[config.mk]
export PLATFORM = sky130hd
export DESIGN_NAME = rlc_regfile
export DESIGN_NICKNAME = d
export VERILOG_FILES = /design/src/rtl/rlc_pkg.sv /design/src/rtl/rlc_regfile.sv
export SDC_FILE = /design/constraint.sdc
export NUM_CORES = 1
export LEC_CHECK = 0
export BUFFER_PORTS_ARGS = -buffer_cell sky130_fd_sc_hd__buf_4
export CORE_UTILIZATION = 50
export DETAILED_ROUTE_END_ITERATION = 7
export PLACE_DENSITY = 0.69
export SETUP_SLACK_MARGIN = 0.05
export SYNTH_ARGS = -nofsm -noshare
export SYNTH_HDL_FRONTEND = slang
export SYNTH_SLANG_ARGS = --single-unit
[constraint.sdc]
create_clock -name clk -period 2.76 [get_ports clk]
set_input_delay 0.276 -clock clk [delete_from_list [all_inputs] [get_ports clk]]
set_output_delay 0.276 -clock clk [all_outputs]
set_load 0.02 [all_outputs]
[src/rtl/rlc_pkg.sv]
// Shared types, opcodes and helpers for the one-lane RV32I step core.
// Depends on nothing; every other file of the block imports it.
`timescale 1ns / 1ps
`default_nettype none
package rlc_pkg;

  localparam int MEM_BYTES_DEF = 65536;
  localparam int MAX_STEPS_DEF = 1000000;

  localparam logic [1:0] MODE_WRITE = 2'd0;
  localparam logic [1:0] MODE_READ  = 2'd1;
  localparam logic [1:0] MODE_START = 2'd2;
  localparam logic [1:0] MODE_STEP  = 2'd3;

  localparam logic [1:0] ST_IDLE  = 2'd0;
  localparam logic [1:0] ST_RUN   = 2'd1;
  localparam logic [1:0] ST_HALT  = 2'd2;
  localparam logic [1:0] ST_FAULT = 2'd3;

  localparam logic [6:0] OP_REG    = 7'h33;
  localparam logic [6:0] OP_IMM    = 7'h13;
  localparam logic [6:0] OP_LOAD   = 7'h03;
  localparam logic [6:0] OP_STORE  = 7'h23;
  localparam logic [6:0] OP_LUI    = 7'h37;
  localparam logic [6:0] OP_AUIPC  = 7'h17;
  localparam logic [6:0] OP_JAL    = 7'h6f;
  localparam logic [6:0] OP_JALR   = 7'h67;
  localparam logic [6:0] OP_BRANCH = 7'h63;
  localparam logic [6:0] OP_SYSTEM = 7'h73;

  localparam logic [31:0] INSN_EBREAK = 32'h00100073;
  localparam logic [11:0] CSR_MHARTID = 12'hf14;
  localparam logic [6:0]  F7_ZERO     = 7'h00;
  localparam logic [6:0]  F7_ALT      = 7'h20;

  localparam logic [2:0] SIZE_BYTE = 3'd1;
  localparam logic [2:0] SIZE_HALF = 3'd2;
  localparam logic [2:0] SIZE_WORD = 3'd4;

  typedef enum logic [2:0] {
    S_IDLE,
    S_HREAD,
    S_DECODE,
    S_EXEC,
    S_LOAD
  } state_t;

  typedef struct packed {
    logic        en;
    logic        we;
    logic [31:0] addr;
    logic [2:0]  size;
    logic [31:0] wdata;
  } mem_req_t;

  typedef struct packed {
    logic        fault;
    logic        halt;
    logic        is_load;
    logic        is_store;
    logic        rd_we;
    logic [31:0] rd_val;
    logic [31:0] pc_next;
    logic [31:0] mem_addr;
    logic [2:0]  mem_size;
    logic [31:0] store_data;
  } exec_res_t;

  // True when every byte of the access lies below the memory size.
  function automatic logic in_range(input logic [31:0] addr, input logic [2:0] size,
                                    input logic [32:0] mem_bytes);
    in_range = ({1'b0, addr} + {30'd0, size}) <= mem_bytes;
  endfunction

endpackage
`default_nettype wire

[src/rtl/rlc_regfile.sv]
// Integer register file: 32 words with two registered read ports and one write.
// Depends on rlc_pkg; valid bits make unwritten or cleared entries read as zero.
`timescale 1ns / 1ps
`default_nettype none
module rlc_regfile import rlc_pkg::*; (
  input  wire logic        clk,
  input  wire logic        rst,
  input  wire logic        clr,
  input  wire logic [4:0]  ra1,
  input  wire logic [4:0]  ra2,
  input  wire logic        we,
  input  wire logic [4:0]  wa,
  input  wire logic [31:0] wd,
  output logic [31:0]      rd1,
  output logic [31:0]      rd2
);

  logic [31:0] ram [32];
  logic [31:0] valid;
  logic [31:0] q1;
  logic [31:0] q2;
  logic        v1;
  logic        v2;

  always_ff @(posedge clk) begin
    if (we) begin
      ram[wa] <= wd;
    end
    q1 <= ram[ra1];
    q2 <= ram[ra2];
  end

  always_ff @(posedge clk) begin
    if (rst || clr) begin
      valid <= '0;
      v1    <= 1'b0;
      v2    <= 1'b0;
    end else begin
      if (we) begin
        valid[wa] <= 1'b1;
      end
      v1 <= valid[ra1];
      v2 <= valid[ra2];
    end
  end

  assign rd1 = v1 ? q1 : 32'd0;
  assign rd2 = v2 ? q2 : 32'd0;

endmodule
`default_nettype wire

# == Yosys cells after proc, flatten, opt, wreduce, memory -nomap -nowiden ==
# Memories as Yosys holds them, arrays and structs flattened. A register that Yosys moved wholly into a read port is not among the register bits.
# Index checks and enable logic that the tools add are counted.
# word_totals
latch_bits,0
inputBits,51
output_inout_bits,64
word_cells,21
ramBits,1024
register_bits,34
rom_bits,0
memories,1
# memory_table
memory,depth,word_bits,read_ports,rd_clocked_by_memory_dff,write_ports,line_no,source
ram,32,32,2,2,1,rlc_regfile.sv:18,logic [31:0] ram [32];
# op_classes
addsub,0
n_lt_le_gt_ge,4
mux,10
mul,0
n_shift,0
bitwise_logic,1
eq_ne,0
div_mod_pow,0
reduce_logical,2
# op_table
operator,count
$mux 32,2
$or 32x32->32,1
$lt 5x6->1 const B,3
$bmux 1 s5,2
$demux 1 s5,1
$ge 5x1->1 const B,1
$mux 1,5
$logic_and 1x1->1,1
$logic_or 1x1->1,1

# == Depth between registers and ports, before layout ==
# logic_depth
word_depth,5
ltp_mapped,7
ltp_nobuf,4

# == Worst setup path before layout ==
# OpenSTA, ideal clock, no wires.
# synth_path
path_type,input -> register
from,in wa[0]
to,mem ram[12][0] (enable)
slack_ns,0.018
n_path_buf,1
required_ns,2.337
setup_ns,0.423
arrival_time_ns,2.319
cell_stages,3
path_cell_list,or3b_2 -> clkbuf_1 -> nor2_1
# synth_rtl
item,line_no,source
start: declaration,rlc_regfile.sv:12,"input wire logic [4:0] wa,"
end: declaration,rlc_regfile.sv:18,
# No word-level cell before the write port.

# == Worst setup path in the final report ==
# layout_path
from,reg v1
to,out rd1[14]
# layout_between
elab_chain_cells,1
# layout_lines
item,line_no,source
start: declaration,rlc_regfile.sv:22,logic v1;
start signal: assignment,rlc_regfile.sv:42,v1 <= valid[ra1];
$mux 32,rlc_regfile.sv:47,assign rd1 = v1 ? q1 : 32'd0;
end: declaration,rlc_regfile.sv:14,"output logic [31:0] rd1,"
# No other way between the ends.

==> summary.md <==
| Metric | Value |
|---|---|
| Delay-heaviest family, CP | flip-flops |
| Post-Syn Nets | 2,265 |
| Tcrit/Tclk final | 0.930 |
| Critical path's slowest cell | dfxtp_2 |
| Final hold violations | 0 |
| Share of flip-flops with an asynchronous set or reset | 0 |
| Met3 WL | 13,400 um |
| Yosys cell types | 27 |
| Syn-to-layout area delta | 16.2% |
| Worst Slack Setup Final | 192 ps |
| Starting DRT DRC Count | 3,737 |
| Final instance count without filler cells | 3,849 |
| Tightest Pin Transition | 823 ps |
| Max-cap violations | 0 |
| Critical path data arrival time | 2290 ps |
| Top sig layer | met4 |
| Worst setup path endpoint | rd1[14] |
| Fin util | 0.589 |
| Hold crit path type | primary input to flip-flop |
| R2R depth | 3 |
| Worst reg2reg setup slack | 860 ps |
| Initial Util | 0.507 |
| Nets | 2,513 |
| Total number of vias | 26,800 |
| Port bufs | 114 |
| Post-DR vias/cell | 6.95 |
| R2R Path End | q2[31] |
| Die Wd | 319 um |
| WS Path Type | flip-flop to primary output |
| DRC viols | 0 |
| Post-DP HPWL | 82,200 um |
| Hold slack | 160 ps |
| Cells after Synth | 2,214 |
| Post-synth design cell area | 50,100 um2 |
| Status | completed |
| GPL Wtd Cong | 0.829 |
| WL met2 | 68,200 um |
| Crit path max fanout | 22 |
| Worst-case clock buffer depth | 3 |
| Antenna viol nets, final | 0 |
| Setup slack at placement | 302 ps |
| Launch point of the worst path | v1 |
| Average cell area after synthesis | 22.6 um2 |
| Synth area leaders | edfxtp_1 (61%), mux4_2 (29%), dfxtp_1 (3.9%) |
| WP depth | 2 |
| RR Startpoint | ram[23][31] |
| Area share of the largest cell type after synthesis | 0.614 |
| Gr usage total | 0.278 |
| Worst-path cell chain | and2_1 -> buf_4 |
| Synthesis Warnings | 0 |
| Global-route wire length before repair | 200,000 um |
| Largest stage delay on the critical path | 860 ps |
| CTS H-tree depth | 3 |
| RSZ-0062 raised after global routing | no |
| Synth top cells by count | edfxtp_1 (1,024), mux4_2 (652), dfxtp_1 (98), nor2_1 (92), clkbuf_1 (78) |
| Largest area contributor in the netlist | edfxtp_1 |
| DP Area | 54,100 um2 |
| Max-slew headroom | 0.451 |
| Critical Path RT | 2480 ps |
| CP Capture Type | primary output |
| Wire length per cell | 36.1 um |
| Global route total overflow | 0 |
| Setup Buffers After CTS | 0 |
| Placed Cells | 3,599 |
| Std cell rows | 115 |
| Met1 WL | 52,900 um |
| Die Span Y | 319 um |
| FMAX | 0.389 GHz |
| Post-synthesis sequential area ratio | 0.653 |
| Hold path startpoint | ra2[3] |
| Die Area | 101,000 um2 |
| Worst Hold Path Cells | 3 |
| Main synth FF type | edfxtp_1 |
| Synth Register Bits | 1,122 |
| CTS tree | done |
| Setup TNS | 0 ps |
| Drt total wl | 139,000 um |
| Pleak | 18.5 nW |
| Max VDD drop | 0.566 mV |
| Post-cts resize count | 0 |
| Placeable Area | 98,900 um2 |
| Worst Skew | 30.7 ps |
| Power per Cell Area | 644 nW/um2 |
| Fin area | 58,200 um2 |
| I/O pins | 115 |
| Largest net degree at the start of global routing | 59 |
| Clock Latency Late Sink | 710 ps |
| Cts bufs inserted | 113 |
| Vias in the first global route | 27,600 |
| Root Driver | clkbuf_16 |
| Endpoints failing setup | 0 |
| Initial antenna violation count | 6 |
| Total Power Consumption | 37.5 mW |
| Clock input transition at the sequential cells of the worst setup and hold paths | 60 ps |
| Worst path bufs/invs | 1 |
| Clock sinks | 1,122 |
| Drt first pass iters | 6 |
| Top-count cell post-synth | edfxtp_1 |
| Fin crit period | 2570 ps |
| Layout cells sized above 1 | 0.464 |
| Worst setup SP type | flip-flop |
| Post-synth EDFFs | 1,024 |
| Max Slew Vio Count | 0 |
## power by group
| group | switching [mW] | leakage [nW] | internal, mW |
|---|---|---|---|
| clock | 6.56 | 1.82 | 8.88 |
| combinational | 1.47 | 6.62 | 1.50 |
| sequential | 0.201 | 10.0 | 18.9 |
| total | 8.22 | 18.5 | 29.2 |
## per-layer routing
| layer | vias up | GRT usage |
|---|---|---|
| met5 | - | 0 |
| met4 | 0 | 0.0878 |
| met3 | 265 | 0.0522 |
| met2 | 1618 | 0.444 |
| met1 | 14600 | 0.392 |
| li1 | 10300 | - |
## worst min-delay path by stage
stage                end  slack, ps
6_report              v2        160
4_1_cts               v2        130
5_1_grt               v2        170
3_5_place_dp   valid[23]        480
3_3_place_gp    valid[2]        460
2_1_floorplan  ram[0][0]        370
## flip-flops by register name (all words and copies together), names as in the netlist
register and cells:
ram 1024, q1 32, q2 32, valid 32, v1 1, v2 1
## cell usage in the layout, fill, tap and decap left out, types with 4 or more instances in the layout
cell type | synthesis | final
and2_1 | 64 | 64
buf_12 | 0 | 74
buf_4 | 24 | 186
buf_8 | 0 | 4
bufinv_16 | 0 | 8
clkbuf_1 | 78 | 29
clkbuf_16 | 0 | 115
clkbuf_8 | 0 | 17
clkinv_1 | 0 | 19
clkinv_2 | 0 | 14
clkinvlp_4 | 0 | 6
dfxtp_1 | 98 | 96
dlygate4sd3_1 | 0 | 35
edfxtp_1 | 1024 | 1024
mux2_2 | 67 | 67
mux2i_1 | 9 | 9
mux4_2 | 652 | 652
nand2_1 | 4 | 4
nand3b_1 | 7 | 7
nor2_1 | 92 | 60
nor2_4 | 0 | 32
nor2b_1 | 5 | 5
o21a_1 | 5 | 5
## worst min-delay path: cells and delay by family
| kind | cells | cell delay, ps |
|---|---|---|
| and+or+nand+nor | 1 | 130 |
| buffers and inverters | 1 | 290 |
| AOI/OAI and AO/OA | 1 | 80 |
## final cells by class
class | instances | area [um2]
Antenna cell | 1 | 2.50
Clock buffer | 161 | 3220
Clock inverter | 53 | 551
Fill cell | 6845 | 40700
Inverter | 2 | 7.51
Multi-Input combinational cell | 922 | 16800
Sequential cell | 1122 | 32700
Tap cell | 1287 | 1610
Timing Repair Buffer | 301 | 3310
## kinds of logic after synthesis
group,after synthesis,synth area share
buffers and inverters,170,0.0168
flip-flops,1122,0.653
multiplexers,728,0.310
AND/OR/NAND/NOR,182,0.0182
AO/OA/AOI/OAI,12,0.00195
## what timing repair did
| action | in CTS | in global routing |
|---|---|---|
| hold endpoints to repair | 1020 | 0 |
| hold buffers | 35 | 0 |
| endpoints found under the setup margin | 0 | 0 |
(Power assumes the default switching activity.)
